<file path="src/rtl/tmd_pkg.sv">
// tmd_pkg: shared constants, types and functions of the text message deframer
package tmd_pkg;

  localparam int LINE_CHARS = 64;
  localparam int MAX_LINES  = 64;

  localparam int BYTE_W       = 8;
  localparam int LINE_COUNT_W = 7;
  localparam int NUM_W        = 16;
  localparam int TOKEN_W      = 4;
  localparam int STATUS_W     = 2;

  localparam logic [TOKEN_W-1:0] FIELDS_PER_LINE = 4'd6;
  localparam logic [TOKEN_W-1:0] TOKEN_MAX       = 4'd15;

  localparam logic [7:0] CRC_POLY = 8'h07;

  localparam logic [7:0] CHAR_TAB   = 8'd9;
  localparam logic [7:0] CHAR_NL    = 8'd10;
  localparam logic [7:0] CHAR_CR    = 8'd13;
  localparam logic [7:0] CHAR_SPACE = 8'd32;
  localparam logic [7:0] CHAR_PLUS  = 8'd43;
  localparam logic [7:0] CHAR_MINUS = 8'd45;
  localparam logic [7:0] CHAR_0     = 8'd48;
  localparam logic [7:0] CHAR_9     = 8'd57;
  localparam logic [7:0] CHAR_E     = 8'd101;
  localparam logic [7:0] CHAR_N     = 8'd110;
  localparam logic [7:0] CHAR_D     = 8'd100;

  // end-word match position: 0..3 chars matched, or no match possible
  localparam logic [2:0] END_FULL = 3'd3;
  localparam logic [2:0] END_FAIL = 3'd4;

  localparam logic [NUM_W-1:0] DEC_WIDE_LIMIT = 16'd32768;
  localparam logic [NUM_W-1:0] DEC_POS_MAX    = 16'd32767;

  typedef enum logic [1:0] {
    DEC_SKIP,
    DEC_NUM,
    DEC_DONE
  } dec_phase_t;

  typedef enum logic [STATUS_W-1:0] {
    STATUS_OK       = 2'd0,
    STATUS_SHORT    = 2'd1,
    STATUS_MISMATCH = 2'd2
  } status_t;

  typedef struct packed {
    dec_phase_t phase;
    logic       sign_seen;
    logic       neg;
    logic       take;
  } dec_step_t;

  typedef struct packed {
    logic [BYTE_W-1:0]       cmd_type;
    logic [LINE_COUNT_W-1:0] line_count;
    logic signed [NUM_W-1:0] declared_length;
    logic signed [NUM_W-1:0] repeat_count;
    logic [BYTE_W-1:0]       checksum_received;
    logic [BYTE_W-1:0]       checksum_computed;
    status_t                 status;
  } report_t;

  function automatic logic [7:0] crc8_step(input logic [7:0] crc, input logic [7:0] b);
    logic [7:0] x;
    x = crc ^ b;
    for (int i = 0; i < 8; i++) begin
      x = x[7] ? ({x[6:0], 1'b0} ^ CRC_POLY) : {x[6:0], 1'b0};
    end
    return x;
  endfunction

  function automatic logic [7:0] end_char(input logic [1:0] pos);
    logic [7:0] ch;
    case (pos)
      2'd0:    ch = CHAR_E;
      2'd1:    ch = CHAR_N;
      2'd2:    ch = CHAR_D;
      default: ch = 8'd0;
    endcase
    return ch;
  endfunction

  // crc advanced over the held-back prefix of the end word
  function automatic logic [7:0] crc_fold(input logic [7:0] crc, input logic [2:0] pos);
    logic [7:0] x;
    x = crc;
    if (pos >= 3'd1) x = crc8_step(x, CHAR_E);
    if (pos >= 3'd2) x = crc8_step(x, CHAR_N);
    if (pos >= 3'd3) x = crc8_step(x, CHAR_D);
    return x;
  endfunction

  function automatic logic [3:0] dec_digit(input logic [7:0] c);
    logic [7:0] d;
    d = c - CHAR_0;
    return d[3:0];
  endfunction

  function automatic dec_step_t dec_step(input dec_phase_t phase, input logic [7:0] c);
    dec_step_t s;
    logic      digit;
    digit       = c inside {[CHAR_0:CHAR_9]};
    s.phase     = phase;
    s.sign_seen = 1'b0;
    s.neg       = (c == CHAR_MINUS);
    s.take      = 1'b0;
    case (phase)
      DEC_SKIP: begin
        if (c inside {[CHAR_TAB:CHAR_CR], CHAR_SPACE}) begin
          s.phase = DEC_SKIP;
        end else if (c == CHAR_PLUS || c == CHAR_MINUS) begin
          s.phase     = DEC_NUM;
          s.sign_seen = 1'b1;
        end else if (!digit) begin
          s.phase = DEC_DONE;
        end else begin
          s.phase = DEC_NUM;
          s.take  = 1'b1;
        end
      end
      DEC_NUM: begin
        if (!digit) begin
          s.phase = DEC_DONE;
        end else begin
          s.take = 1'b1;
        end
      end
      default: s.phase = DEC_DONE;
    endcase
    return s;
  endfunction

endpackage

</file>
<file path="src/rtl/tmd_ifs.sv">
// tmd_ifs: item channels of the text message deframer
interface tmd_rx_if;
  logic                      valid;
  logic                      ready;
  logic [tmd_pkg::BYTE_W-1:0] rx_byte;

  modport source (output valid, output rx_byte, input ready);
  modport sink   (input valid, input rx_byte, output ready);
endinterface

interface tmd_report_if;
  logic                                    valid;
  logic                                    ready;
  logic [tmd_pkg::BYTE_W-1:0]              cmd_type;
  logic [tmd_pkg::LINE_COUNT_W-1:0]        line_count;
  logic signed [tmd_pkg::NUM_W-1:0]        declared_length;
  logic signed [tmd_pkg::NUM_W-1:0]        repeat_count;
  logic [tmd_pkg::BYTE_W-1:0]              checksum_received;
  logic [tmd_pkg::BYTE_W-1:0]              checksum_computed;
  logic [tmd_pkg::STATUS_W-1:0]            status;

  modport source (output valid, output cmd_type, output line_count, output declared_length,
                  output repeat_count, output checksum_received, output checksum_computed,
                  output status, input ready);
  modport sink   (input valid, input cmd_type, input line_count, input declared_length,
                  input repeat_count, input checksum_received, input checksum_computed,
                  input status, output ready);
endinterface

</file>
<file path="src/rtl/text_message_deframer_crc8_unit.sv">
// text_message_deframer_crc8_unit: top level of the text message deframer with crc-8 check
// Takes one received byte per clock, sustained, as long as the report output is
// not blocked. Each byte is captured in an input register and its whole line,
// token, header, checksum and crc-8 update is done from that register; a
// newline that completes an "end" line loads one report into the output
// register. The only stall is a report that finds the output register still
// full, which holds that newline in the input register until the previous
// report is taken. No clearing pass follows reset.
module text_message_deframer_crc8_unit #(
  parameter int LINE_CHARS = tmd_pkg::LINE_CHARS,
  parameter int MAX_LINES  = tmd_pkg::MAX_LINES
) (
  input  logic          clk,
  input  logic          rst,
  tmd_rx_if.sink        rx,
  tmd_report_if.source  rpt
);

  logic                        b_valid;
  logic [tmd_pkg::BYTE_W-1:0]  b_byte;
  logic                        hit;
  logic                        stall;
  logic                        fire;
  tmd_pkg::report_t            report;

  assign fire     = b_valid && !(hit && stall);
  assign rx.ready = !b_valid || fire;

  always_ff @(posedge clk) begin
    if (rst) begin
      b_valid <= 1'b0;
    end else if (rx.valid && rx.ready) begin
      b_valid <= 1'b1;
    end else if (fire) begin
      b_valid <= 1'b0;
    end
  end

  always_ff @(posedge clk) begin
    if (rx.valid && rx.ready) b_byte <= rx.rx_byte;
  end

  tmd_line_ctrl #(
    .LINE_CHARS (LINE_CHARS),
    .MAX_LINES  (MAX_LINES)
  ) u_line (
    .clk  (clk),
    .rst  (rst),
    .fire (fire),
    .c    (b_byte),
    .hit  (hit),
    .rpt  (report)
  );

  tmd_report_reg u_out (
    .clk   (clk),
    .rst   (rst),
    .load  (fire && hit),
    .d     (report),
    .stall (stall),
    .o     (rpt)
  );

  a_held_byte: assert property (@(posedge clk) disable iff (rst)
    b_valid && !fire |=> b_valid && $stable(b_byte))
    else $error("held item lost while report output blocked");

endmodule

</file>
<file path="src/rtl/tmd_dec_acc.sv">
// tmd_dec_acc: saturating signed decimal accumulator for one header number
module tmd_dec_acc (
  input  logic                             clk,
  input  logic                             rst,
  input  logic                             clr,
  input  logic                             feed,
  input  logic [tmd_pkg::BYTE_W-1:0]       c,
  output logic signed [tmd_pkg::NUM_W-1:0] value
);

  tmd_pkg::dec_phase_t         phase;
  logic                        neg;
  logic [tmd_pkg::NUM_W-1:0]   mag;
  tmd_pkg::dec_step_t          ds;
  logic [tmd_pkg::NUM_W+2:0]   m;
  logic [tmd_pkg::NUM_W-1:0]   mag_next;

  always_comb begin
    ds = tmd_pkg::dec_step(phase, c);
    m  = ((tmd_pkg::NUM_W+3)'(mag) << 3) + ((tmd_pkg::NUM_W+3)'(mag) << 1)
       + (tmd_pkg::NUM_W+3)'(tmd_pkg::dec_digit(c));
    if (m > (tmd_pkg::NUM_W+3)'(tmd_pkg::DEC_WIDE_LIMIT)) begin
      mag_next = tmd_pkg::DEC_WIDE_LIMIT;
    end else begin
      mag_next = m[tmd_pkg::NUM_W-1:0];
    end
  end

  always_ff @(posedge clk) begin
    if (rst || clr) begin
      phase <= tmd_pkg::DEC_SKIP;
      neg   <= 1'b0;
      mag   <= '0;
    end else if (feed) begin
      phase <= ds.phase;
      if (ds.sign_seen) neg <= ds.neg;
      if (ds.take) mag <= mag_next;
    end
  end

  // magnitude tops out at 32768, which only a negative value can use
  assign value = neg ? (tmd_pkg::NUM_W'(16'd0 - mag))
               : (mag > tmd_pkg::DEC_POS_MAX ? tmd_pkg::DEC_POS_MAX : mag);

endmodule

</file>
<file path="src/rtl/tmd_line_ctrl.sv">
// tmd_line_ctrl: per-byte line, token, header, checksum and crc state update
module tmd_line_ctrl #(
  parameter int LINE_CHARS = tmd_pkg::LINE_CHARS,
  parameter int MAX_LINES  = tmd_pkg::MAX_LINES
) (
  input  logic                       clk,
  input  logic                       rst,
  input  logic                       fire,
  input  logic [tmd_pkg::BYTE_W-1:0] c,
  output logic                       hit,
  output tmd_pkg::report_t           rpt
);

  localparam int CHARS_W = $clog2(LINE_CHARS);
  localparam int LINES_W = $clog2(MAX_LINES + 1);

  logic [CHARS_W-1:0]          chars, chars_next;
  logic [LINES_W-1:0]          lines, lines_next;
  logic [2:0]                  end_pos, end_pos_next;
  logic [7:0]                  crc_thru, crc_thru_next;
  logic [7:0]                  crc_before, crc_before_next;
  logic [7:0]                  header_type, header_type_next;
  logic [1:0]                  hdr_idx, hdr_idx_next;
  tmd_pkg::dec_phase_t         low_phase, low_phase_next;
  logic                        low_neg, low_neg_next;
  logic [7:0]                  low_mag, low_mag_next;
  logic [tmd_pkg::TOKEN_W-1:0] token_count, token_count_next;
  logic                        short_pend, short_pend_next;
  logic                        short_err, short_err_next;
  logic                        in_token, in_token_next;
  logic [7:0]                  footer, footer_next;

  logic                        live;
  logic                        crc_go;
  logic                        is_nl;
  logic                        keep;
  logic                        match;
  logic [7:0]                  folded;
  logic [7:0]                  base;
  logic [7:0]                  low_value;
  tmd_pkg::dec_step_t          ds;
  logic [1:0]                  t_clip;
  logic [1:0]                  idx_eff;
  logic                        len_feed;
  logic                        rep_feed;
  logic                        clr;
  logic                        have;
  logic signed [tmd_pkg::NUM_W-1:0] len_val;
  logic signed [tmd_pkg::NUM_W-1:0] rep_val;

  tmd_dec_acc u_len (
    .clk   (clk),
    .rst   (rst),
    .clr   (clr),
    .feed  (len_feed),
    .c     (c),
    .value (len_val)
  );

  tmd_dec_acc u_rep (
    .clk   (clk),
    .rst   (rst),
    .clr   (clr),
    .feed  (rep_feed),
    .c     (c),
    .value (rep_val)
  );

  always_comb begin
    live      = lines < LINES_W'(MAX_LINES);
    crc_go    = live && (lines != '0);
    is_nl     = (c == tmd_pkg::CHAR_NL);
    hit       = is_nl && (end_pos == tmd_pkg::END_FULL);
    clr       = fire && hit;
    keep      = chars < CHARS_W'(LINE_CHARS - 1);
    match     = (end_pos < tmd_pkg::END_FULL) && (c == tmd_pkg::end_char(end_pos[1:0]));
    folded    = tmd_pkg::crc_fold(crc_thru, end_pos);
    base      = ((end_pos != tmd_pkg::END_FAIL) && crc_go) ? folded : crc_thru;
    low_value = low_neg ? (8'd0 - low_mag) : low_mag;
    ds        = tmd_pkg::dec_step(low_phase, c);
    t_clip    = (token_count > 4'd3) ? 2'd3 : token_count[1:0];
    idx_eff   = (!in_token) ? t_clip : hdr_idx;

    chars_next       = chars;
    lines_next       = lines;
    end_pos_next     = end_pos;
    crc_thru_next    = crc_thru;
    crc_before_next  = crc_before;
    header_type_next = header_type;
    hdr_idx_next     = hdr_idx;
    low_phase_next   = low_phase;
    low_neg_next     = low_neg;
    low_mag_next     = low_mag;
    token_count_next = token_count;
    short_pend_next  = short_pend;
    short_err_next   = short_err;
    in_token_next    = in_token;
    footer_next      = footer;
    len_feed         = 1'b0;
    rep_feed         = 1'b0;

    if (fire) begin
      if (is_nl) begin
        if (!hit && live) begin
          if (end_pos != tmd_pkg::END_FAIL) begin
            crc_before_next = crc_thru;
            crc_thru_next   = crc_go ? folded : crc_thru;
          end
          short_err_next   = short_err | ((lines >= LINES_W'(2)) && short_pend);
          short_pend_next  = token_count < tmd_pkg::FIELDS_PER_LINE;
          footer_next      = low_value;
          lines_next       = lines + LINES_W'(1);
        end
        chars_next       = '0;
        end_pos_next     = '0;
        token_count_next = '0;
        in_token_next    = 1'b0;
        low_phase_next   = tmd_pkg::DEC_SKIP;
        low_neg_next     = 1'b0;
        low_mag_next     = '0;
      end else if (keep) begin
        chars_next = chars + CHARS_W'(1);
        if (match) begin
          end_pos_next = end_pos + 3'd1;
        end else begin
          if (end_pos != tmd_pkg::END_FAIL) begin
            end_pos_next = tmd_pkg::END_FAIL;
            if (live) crc_before_next = crc_thru;
          end
          crc_thru_next = crc_go ? tmd_pkg::crc8_step(base, c) : base;
        end
        if (live) begin
          low_phase_next = ds.phase;
          if (ds.sign_seen) low_neg_next = ds.neg;
          if (ds.take) begin
            low_mag_next = (low_mag << 3) + (low_mag << 1) + {4'd0, tmd_pkg::dec_digit(c)};
          end
          if (c == tmd_pkg::CHAR_SPACE) begin
            in_token_next = 1'b0;
          end else begin
            if (!in_token) begin
              in_token_next = 1'b1;
              if (token_count != tmd_pkg::TOKEN_MAX) begin
                token_count_next = token_count + 4'd1;
              end
              if (lines == '0) begin
                hdr_idx_next = t_clip;
                if (token_count == '0) header_type_next = c;
              end
            end
            len_feed = (lines == '0) && (idx_eff == 2'd1);
            rep_feed = (lines == '0) && (idx_eff == 2'd2);
          end
        end
      end
    end
  end

  always_ff @(posedge clk) begin
    if (rst || clr) begin
      chars       <= '0;
      lines       <= '0;
      end_pos     <= '0;
      crc_thru    <= '0;
      crc_before  <= '0;
      header_type <= '0;
      hdr_idx     <= '0;
      low_phase   <= tmd_pkg::DEC_SKIP;
      low_neg     <= 1'b0;
      low_mag     <= '0;
      token_count <= '0;
      short_pend  <= 1'b0;
      short_err   <= 1'b0;
      in_token    <= 1'b0;
      footer      <= '0;
    end else begin
      chars       <= chars_next;
      lines       <= lines_next;
      end_pos     <= end_pos_next;
      crc_thru    <= crc_thru_next;
      crc_before  <= crc_before_next;
      header_type <= header_type_next;
      hdr_idx     <= hdr_idx_next;
      low_phase   <= low_phase_next;
      low_neg     <= low_neg_next;
      low_mag     <= low_mag_next;
      token_count <= token_count_next;
      short_pend  <= short_pend_next;
      short_err   <= short_err_next;
      in_token    <= in_token_next;
      footer      <= footer_next;
    end
  end

  always_comb begin
    have                  = (lines != '0);
    rpt.cmd_type          = have ? header_type : '0;
    rpt.line_count        = tmd_pkg::LINE_COUNT_W'(lines);
    rpt.declared_length   = have ? len_val : '0;
    rpt.repeat_count      = have ? rep_val : '0;
    rpt.checksum_received = footer;
    rpt.checksum_computed = crc_before;
    if (crc_before != footer) begin
      rpt.status = tmd_pkg::STATUS_MISMATCH;
    end else if (short_err) begin
      rpt.status = tmd_pkg::STATUS_SHORT;
    end else begin
      rpt.status = tmd_pkg::STATUS_OK;
    end
  end

  a_end_pos_range: assert property (@(posedge clk) disable iff (rst)
    end_pos <= tmd_pkg::END_FAIL)
    else $error("end match position out of range");

  a_chars_bound: assert property (@(posedge clk) disable iff (rst)
    chars <= CHARS_W'(LINE_CHARS - 1))
    else $error("line character count past limit");

  a_lines_bound: assert property (@(posedge clk) disable iff (rst)
    lines <= LINES_W'(MAX_LINES))
    else $error("stored line count past limit");

  a_clear_after_report: assert property (@(posedge clk) disable iff (rst)
    fire && hit |=> lines == '0 && crc_thru == '0 && end_pos == '0 && !short_err)
    else $error("message state not cleared after report");

endmodule

</file>
<file path="src/rtl/tmd_report_reg.sv">
// tmd_report_reg: output register holding one report item until taken
module tmd_report_reg (
  input  logic                clk,
  input  logic                rst,
  input  logic                load,
  input  tmd_pkg::report_t    d,
  output logic                stall,
  tmd_report_if.source        o
);

  logic             valid;
  tmd_pkg::report_t held;

  always_ff @(posedge clk) begin
    if (rst) begin
      valid <= 1'b0;
    end else if (load) begin
      valid <= 1'b1;
    end else if (o.ready) begin
      valid <= 1'b0;
    end
  end

  always_ff @(posedge clk) begin
    if (load) held <= d;
  end

  assign stall               = valid && !o.ready;
  assign o.valid             = valid;
  assign o.cmd_type          = held.cmd_type;
  assign o.line_count        = held.line_count;
  assign o.declared_length   = held.declared_length;
  assign o.repeat_count      = held.repeat_count;
  assign o.checksum_received = held.checksum_received;
  assign o.checksum_computed = held.checksum_computed;
  assign o.status            = held.status;

endmodule

</file>
<file path="src/flat_wrapper.sv">
// flat-port wrapper written by rule: the top's interface ports become plain ports
module text_message_deframer_crc8_unit_flat 
#(
  parameter int LINE_CHARS = tmd_pkg::LINE_CHARS,
  parameter int MAX_LINES  = tmd_pkg::MAX_LINES
)
  (clk, rst, rx_valid, rx_rx_byte, rx_ready, rpt_valid, rpt_cmd_type, rpt_line_count, rpt_declared_length, rpt_repeat_count, rpt_checksum_received, rpt_checksum_computed, rpt_status, rpt_ready);
  tmd_rx_if rx_i ();
  tmd_report_if rpt_i ();
  input  logic clk;
  input  logic rst;
  input wire logic [$bits(rx_i.valid)-1:0] rx_valid;
  input wire logic [$bits(rx_i.rx_byte)-1:0] rx_rx_byte;
  output wire logic [$bits(rx_i.ready)-1:0] rx_ready;
  output wire logic [$bits(rpt_i.valid)-1:0] rpt_valid;
  output wire logic [$bits(rpt_i.cmd_type)-1:0] rpt_cmd_type;
  output wire logic [$bits(rpt_i.line_count)-1:0] rpt_line_count;
  output wire logic [$bits(rpt_i.declared_length)-1:0] rpt_declared_length;
  output wire logic [$bits(rpt_i.repeat_count)-1:0] rpt_repeat_count;
  output wire logic [$bits(rpt_i.checksum_received)-1:0] rpt_checksum_received;
  output wire logic [$bits(rpt_i.checksum_computed)-1:0] rpt_checksum_computed;
  output wire logic [$bits(rpt_i.status)-1:0] rpt_status;
  input wire logic [$bits(rpt_i.ready)-1:0] rpt_ready;
  assign rx_i.valid = rx_valid;
  assign rx_i.rx_byte = rx_rx_byte;
  assign rx_ready = rx_i.ready;
  assign rpt_valid = rpt_i.valid;
  assign rpt_cmd_type = rpt_i.cmd_type;
  assign rpt_line_count = rpt_i.line_count;
  assign rpt_declared_length = rpt_i.declared_length;
  assign rpt_repeat_count = rpt_i.repeat_count;
  assign rpt_checksum_received = rpt_i.checksum_received;
  assign rpt_checksum_computed = rpt_i.checksum_computed;
  assign rpt_status = rpt_i.status;
  assign rpt_i.ready = rpt_ready;
  text_message_deframer_crc8_unit #(.LINE_CHARS(LINE_CHARS), .MAX_LINES(MAX_LINES)) u_core (.clk(clk), .rst(rst), .rx(rx_i), .rpt(rpt_i));
endmodule
</file>
<file path="config.mk">
export PLATFORM = sky130hd
export DESIGN_NAME = text_message_deframer_crc8_unit_flat
export DESIGN_NICKNAME = d
export VERILOG_FILES = /design/src/rtl/tmd_pkg.sv /design/src/rtl/tmd_ifs.sv /design/src/rtl/text_message_deframer_crc8_unit.sv /design/src/rtl/tmd_dec_acc.sv /design/src/rtl/tmd_line_ctrl.sv /design/src/rtl/tmd_report_reg.sv /design/src/flat_wrapper.sv
export SDC_FILE = /design/constraint.sdc
export NUM_CORES = 1
export LEC_CHECK = 0
export BUFFER_PORTS_ARGS = -buffer_cell sky130_fd_sc_hd__buf_2
export CAP_MARGIN = 20
export CORE_ASPECT_RATIO = 1.2
export CORE_MARGIN = 8
export CORE_UTILIZATION = 30
export DETAILED_ROUTE_END_ITERATION = 10
export PLACE_DENSITY = 0.43
export SLEW_MARGIN = 20
export SYNTH_ARGS = -nofsm -noshare
export SYNTH_HDL_FRONTEND = slang
export SYNTH_SLANG_ARGS = --single-unit
</file>
<file path="constraint.sdc">
create_clock -name clk -period 5.31 [get_ports clk]
set_input_delay 0.531 -clock clk [delete_from_list [all_inputs] [get_ports clk]]
set_output_delay 0.531 -clock clk [all_outputs]
set_load 0.1 [all_outputs]
</file>
==> results of run 1 <==
-- sequential cells by signal (all words and copies together) (netlist names), 16 cells and up --
register and count:
u_core.u_out.o.declared_length 16, u_core.u_out.o.repeat_count 16, u_core.u_line.u_rep.mag 16, u_core.u_line.u_len.mag 16
-- per-stage QoR --
step / hold WS [ns] / worst slack [ns] / area (µm²)
final: 0.2557 / 0.6350 / 13090
after global placement: 0.4513 / 0.4374 / 12490
after detailed placement: 0.4597 / 0.3636 / 12500
after global routing: 0.2264 / 0.2699 / 13090
after CTS: 0.2224 / 0.3550 / 13080
after floorplan: 0.4319 / 0.9865 / 11610
-- cell usage after synthesis, types with 4 or more instances --
| library cell | count |
|---|---|
| nor2_1 | 155 |
| dfxtp_1 | 108 |
| nand2_1 | 96 |
| ha_1 | 88 |
| edfxtp_1 | 73 |
| a21oi_1 | 72 |
| inv_1 | 59 |
| xnor2_1 | 59 |
| xor2_1 | 47 |
| clkbuf_1 | 46 |
| o21ai_0 | 43 |
| nor3_1 | 42 |
| a211oi_1 | 40 |
| mux2i_1 | 35 |
| nand3_1 | 26 |
| o31ai_1 | 26 |
| nand2b_1 | 21 |
| nand4_1 | 21 |
| nor2b_1 | 19 |
| o21ai_1 | 15 |
| a31oi_1 | 13 |
| nor4_1 | 12 |
| a21o_1 | 11 |
| o21a_1 | 8 |
| or2_2 | 8 |
| or3_1 | 8 |
| and3_1 | 7 |
| buf_2 | 7 |
| a21boi_0 | 6 |
| fa_1 | 6 |
| o22ai_1 | 5 |
| xnor3_1 | 5 |
| a2111oi_0 | 4 |
| a22oi_1 | 4 |
| and2_1 | 4 |
| buf_4 | 4 |
| xnor2_2 | 4 |
| xor3_1 | 4 |
-- critical path, delay by kind of cell (launching register included) --
family	cells	cell delay (ns)
AO/OA/AOI/OAI	11	2.87
adder cells (fa/ha/maj)	2	0.83
buffers and inverters	2	0.18
flip-flops	1	0.51
multiplexers	1	0.18
-- report_power, final --
| group | internal (mW) | switching (mW) |
|---|---|---|
| sequential | 1.45 | 0.0295 |
| clock | 0.630 | 0.655 |
| combinational | 0.0935 | 0.130 |
| total | 2.17 | 0.815 |
-- layout make-up --
| class | instances | share of cell area |
|---|---|---|
| multi-input combinational | 969 | 0.5184 |
| sequential | 181 | 0.3326 |
| tap | 486 | 0.04644 |
| timing repair buffer | 98 | 0.04128 |
| clock buffer | 17 | 0.03249 |
| inverter | 59 | 0.01692 |
| clock inverter | 15 | 0.01185 |
-- cells by family after synthesis --
group | after synthesis | synth area share
AND/OR/NAND/NOR | 439 | 0.1804
flip-flops | 181 | 0.3751
buffers and inverters | 121 | 0.04247
XOR/XNOR | 122 | 0.1083
adder cells (fa/ha/maj) | 94 | 0.1052
multiplexers | 36 | 0.03115
AO/OA/AOI/OAI | 278 | 0.1573
-- repair_timing --
action / CTS / global route
hold endpoints to repair: 0 / 0
setup buffers: 0 / 0
resized for setup: 0 / 1
setup endpoints to repair: 0 / 1
-- routing by layer --
layer / routed length, µm / part of all wire / track usage / up-vias
met5: 0 / 0 / 0 / -
met4: 835 / 0.027 / 0.05549 / 0
met3: 1085 / 0.034 / 0.02525 / 41
met1: 13550 / 0.43 / 0.1633 / 4260
li1: - / - / - / 4660
met2: 16040 / 0.51 / 0.2565 / 139
-- path summary, 6_finish.rpt --
check / startpoint / cells past startpoint / to / slack (ns)
max: u_core.b_byte[3] / 16 / u_core.u_line.u_len.mag[10] / 0.64
min: rx_rx_byte[6] / 1 / u_core.b_byte[6] / 0.26
max reg2reg: u_core.b_byte[3] / 16 / u_core.u_line.u_len.mag[10] / 0.64
min reg2reg: u_core.u_line.u_len.phase[1] / 2 / u_core.u_line.u_len.phase[1] / 0.47
==> flow_summary.ini, run 1 <==
[die]
dieArea_um2 = 45270
io_pins = 79
start_util = 0.3019
die_x_um = 195.6
row_count = 79
die_y_um = 231.5
core_area_um2 = 38450

[layout]
multi_input_area_um2 = 6788
synthToLayoutAreaGrowth_pct = 12.80
final_cells = 1825
final-seq-area_um2 = 4354
drive_gt1_frac = 0.1240
n_antenna_cell = 0
post-route-util = 0.3405
fin_nets = 1432
fillerInstances = 4048
layout_common_cells = 155 x nor2_1, 108 x dfxtp_1, 96 x nand2_1
final_common_cell = nor2_1

[detailed_routing]
dr.pass1.iters = 5
drt-total-wl_mm = 31.51
num_vias = 9100
route.detailed.drc = 0
drtIter0Drc = 462
antenna_left = 0
via_per_inst = 4.986
drt-wirelength-per-cell_um = 17.26

[timing]
finalHoldViolCount = 0
slew_viol_final = 0
worst_slew_pin_slew_ns = 1.055
skew_ns = 0.01536
max_freq_mhz = 213.9
final.period_utilization = 0.8804
rsz0062_at_grt = false
finalSetupViolCount = 0
slew_headroom = 0.2943
min_period_ns = 4.675
tns_ns = 0

[synth]
synthesis.nets = 1377
ys_ff_latch = 181
synth_edf_count = 73
synth_area_um2 = 11610
synth_area_leaders = edfxtp_1 19%, dfxtp_1 19%, ha_1 9.5%, nor2_1 5.0%, xnor2_1 4.5%
avgSynthCellArea_um2 = 9.132
synth_cells = 1271
synth.largest_area_cell = edfxtp_1
synth_top_area_share = 0.1889
async_flop_share = 0
yosys.cell_types.count = 74
ys.flop_type = dfxtp_1
yosys_warnings = 0
yosysSeqAreaShare = 0.3751

[global_route]
grt_pass1_vias = 9166
antenna_found_initial = 0
grt_max_degree = 66
globalRouteOverflowTotal = 0
track_usage = 0.1416
grt_pass1_wl_mm = 50.64

[power]
power.total_mw = 2.988
powerDensity_nw_per_um2 = 228.2
irDropWorstVdd_mv = 0.2448
leakage_nw = 5.439

[worst_setup_path]
critPathLaunchType = flop
arrival_ns = 5.03
crit_slowest_cell = a2111oi_0
worstPathRequired_ns = 5.67
crit_path_cell_trace = inv_1, fa_1, inv_1, ha_1, a21o_1, a21oi_1, o21ai_1, a21oi_1, o21ai_1, a21oi_1, o21ai_1, a2111oi_0, o31ai_1, mux2i_1, a211o_1, o31ai_1
worstPathMaxFanout = 15
critical_path_class = flop to flop
max_stage_delay_ns = 0.62
crit_path_end_kind = flop

[clock_network]
cts_tree = yes
cts_max_path_buffers = 2
clk_pin_slew_ns = 0.08
htreeDepth = 4
hold_buffers = 0
cts_root_buf = clkbuf_16
cts_buffers = 17
clock_sinks = 181
clkLatencyLatePin_ns = 0.45

[placement]
gp_congestion = 0.8119
numPortBuffers = 78
place_hpwl_mm = 22.87
place_inst = 1792

[outcome]
outcome = completed

[flow_run]
cap_violations = 0

[worst_hold_path]
min_path_type = input port to flop
Power figures use the tool's default switching activity.
==> run 2, diff against run 1 <==
--- a/config.mk
+++ b/config.mk
@@ -6,7 +6,7 @@
 export NUM_CORES = 1
 export LEC_CHECK = 0
 export BUFFER_PORTS_ARGS = -buffer_cell sky130_fd_sc_hd__buf_2
-export CAP_MARGIN = 20
+export CAP_MARGIN = 40
 export CORE_ASPECT_RATIO = 1.2
 export CORE_MARGIN = 8
 export CORE_UTILIZATION = 30
==> constraint.sdc (replaced) <==
create_clock -name clk -period 5.95 [get_ports clk]
set_input_delay 0.595 -clock clk [delete_from_list [all_inputs] [get_ports clk]]
set_output_delay 0.595 -clock clk [all_outputs]
set_load 0.1 [all_outputs]
==> run 2 against run 1 <==
Critical endpoint is now u_core.u_line.u_rep.mag[13]. Sequential cell count stayed put. Sequential power down 11%. Critical path type unchanged. Sequential share of layout area fell by 0.12 points. Utilization increased by 0.12 points. Critical path depth down 1. Highest routed layer unchanged.
==> flow_summary.ini, run 2 (synthesis results as in run 1) <==
[outcome]
outcome = completed

[timing]
worst_hold_slack_ns = 0.3159
worst_slew_pin_slew_ns = 0.8194
min_period_ns = 4.877
final.period_utilization = 0.8197
slew_headroom = 0.4465
finalSetupViolCount = 0
tns_ns = 0
finalHoldViolCount = 0
worst_slack_ns = 1.073
skew_ns = 0.008012
slew_viol_final = 0
rsz0062_at_grt = false
max_freq_mhz = 205.0

[layout]
final_common_cell = nor2_1
fillerInstances = 4027
drive_gt1_frac = 0.1245
fin_nets = 1434
post-route-util = 0.3417
layout_common_cells = 155 x nor2_1, 108 x dfxtp_1, 96 x nand2_1
n_antenna_cell = 0
final_cells = 1827
synthToLayoutAreaGrowth_pct = 13.19

[placement]
gp_congestion = 0.8037
place_inst = 1794
place_hpwl_mm = 23.51
numPortBuffers = 78
dpl_worst_slack_ns = 1.152

[die]
row_count = 79
start_util = 0.3019
die_y_um = 231.5
core_area_um2 = 38450
dieArea_um2 = 45270
die_x_um = 195.6
io_pins = 79

[clock_network]
clock_sinks = 181
hold_buffers = 0
cts_max_path_buffers = 2
cts_buffers = 17
cts_setup_buffers = 0
htreeDepth = 4
clk_pin_slew_ns = 0.08
ctsResizeCount = 0
cts_tree = yes
clkLatencyLatePin_ns = 0.45
cts_root_buf = clkbuf_16

[detailed_routing]
dr.pass1.iters = 5
num_vias = 9114
drtIter0Drc = 377
via_per_inst = 4.989
drt-total-wl_mm = 31.71
route.detailed.drc = 0
antenna_left = 0
drt-wirelength-per-cell_um = 17.35

[global_route]
grt_pass1_wl_mm = 51.56
globalRouteOverflowTotal = 0
grt_max_degree = 43
antenna_found_initial = 0
grt_pass1_vias = 9332
track_usage = 0.1431

[power]
powerDensity_nw_per_um2 = 202.8
p_switching_mw = 0.7242
swShare = 0.2718
irDropWorstVdd_mv = 0.2067
clkPwrFrac = 0.430
seqPwrFrac = 0.496
p_comb_frac = 0.074
leakage_nw = 5.461
p_int_mw = 1.940

[worst_setup_path]
critPathLaunchType = flop
arrival_ns = 5.23
worstPathRequired_ns = 6.30
critical_path_class = flop to flop
crit_path_end_kind = flop
worstPathMaxFanout = 9

[flow_run]
cap_violations = 0

[worst_hold_path]
min_path_type = input port to flop
-- run 2: worst paths after layout --
kind,start,endpoint,slack (ns),cells after the start
setup / recovery,u_core.b_byte[3],u_core.u_line.u_rep.mag[13],1.07,15
hold / removal,rx_rx_byte[7],u_core.b_byte[7],0.32,1
setup reg to reg,u_core.b_byte[3],u_core.u_line.u_rep.mag[13],1.07,15
hold reg to reg,u_core.u_line.short_err,u_core.u_line.short_err,0.47,2
-- run 2: critical path, cell delays in order (launching register included) --
cell and delay (ns):
edfxtp_1 0.47, inv_1 0.35, fa_1 0.54, fa_1 0.47, nor2b_1 0.12, o21ai_0 0.10, a21boi_0 0.25, o21ai_1 0.12
a21oi_1 0.19, o21ai_1 0.09, a21boi_0 0.26, o21ai_1 0.15, a31oi_1 0.22, mux2i_1 0.57, nand3_1 0.50, o31ai_1 0.39
-- run 2: per-stage QoR --
stage / power, mW / cell area (µm²)
after floorplan: 1.492 / 11610
after global placement: 1.546 / 12440
after detailed placement: 1.551 / 12540
after CTS: 2.711 / 13120
after global routing: 2.777 / 13140
final: 2.664 / 13140
-- run 2: cell type report --
class | instances | area (µm²) | share of cell area
Timing Repair Buffer | 100 | 599.3 | 0.04561
Clock buffer | 17 | 425.4 | 0.03238
Inverter | 59 | 221.5 | 0.01686
Sequential cell | 181 | 4354 | 0.3314
Tap cell | 486 | 608.1 | 0.04628
Multi-Input combinational cell | 969 | 6774 | 0.5156
Clock inverter | 15 | 156.4 | 0.01190
-- run 2: layer usage --
| layer | track usage | part of all wire | up-vias |
|---|---|---|---|
| li1 | - | - | 4652 |
| met1 | 0.1634 | 0.43 | 4316 |
| met2 | 0.2668 | 0.52 | 112 |
| met3 | 0.02452 | 0.026 | 34 |
| met4 | 0.04553 | 0.018 | 0 |
| met5 | 0 | 0 | - |
-- run 2: power groups by stage --
| stage | registers, mW | logic [mW] | clock network [mW] |
|---|---|---|---|
| after global routing | 1.32 | 0.219 | 1.23 |
| after global placement | 1.35 | 0.195 | 0 |
| after detailed placement | 1.35 | 0.200 | 0 |
| after floorplan | 1.33 | 0.160 | 0 |
| final | 1.32 | 0.197 | 1.15 |
| after CTS | 1.32 | 0.201 | 1.19 |
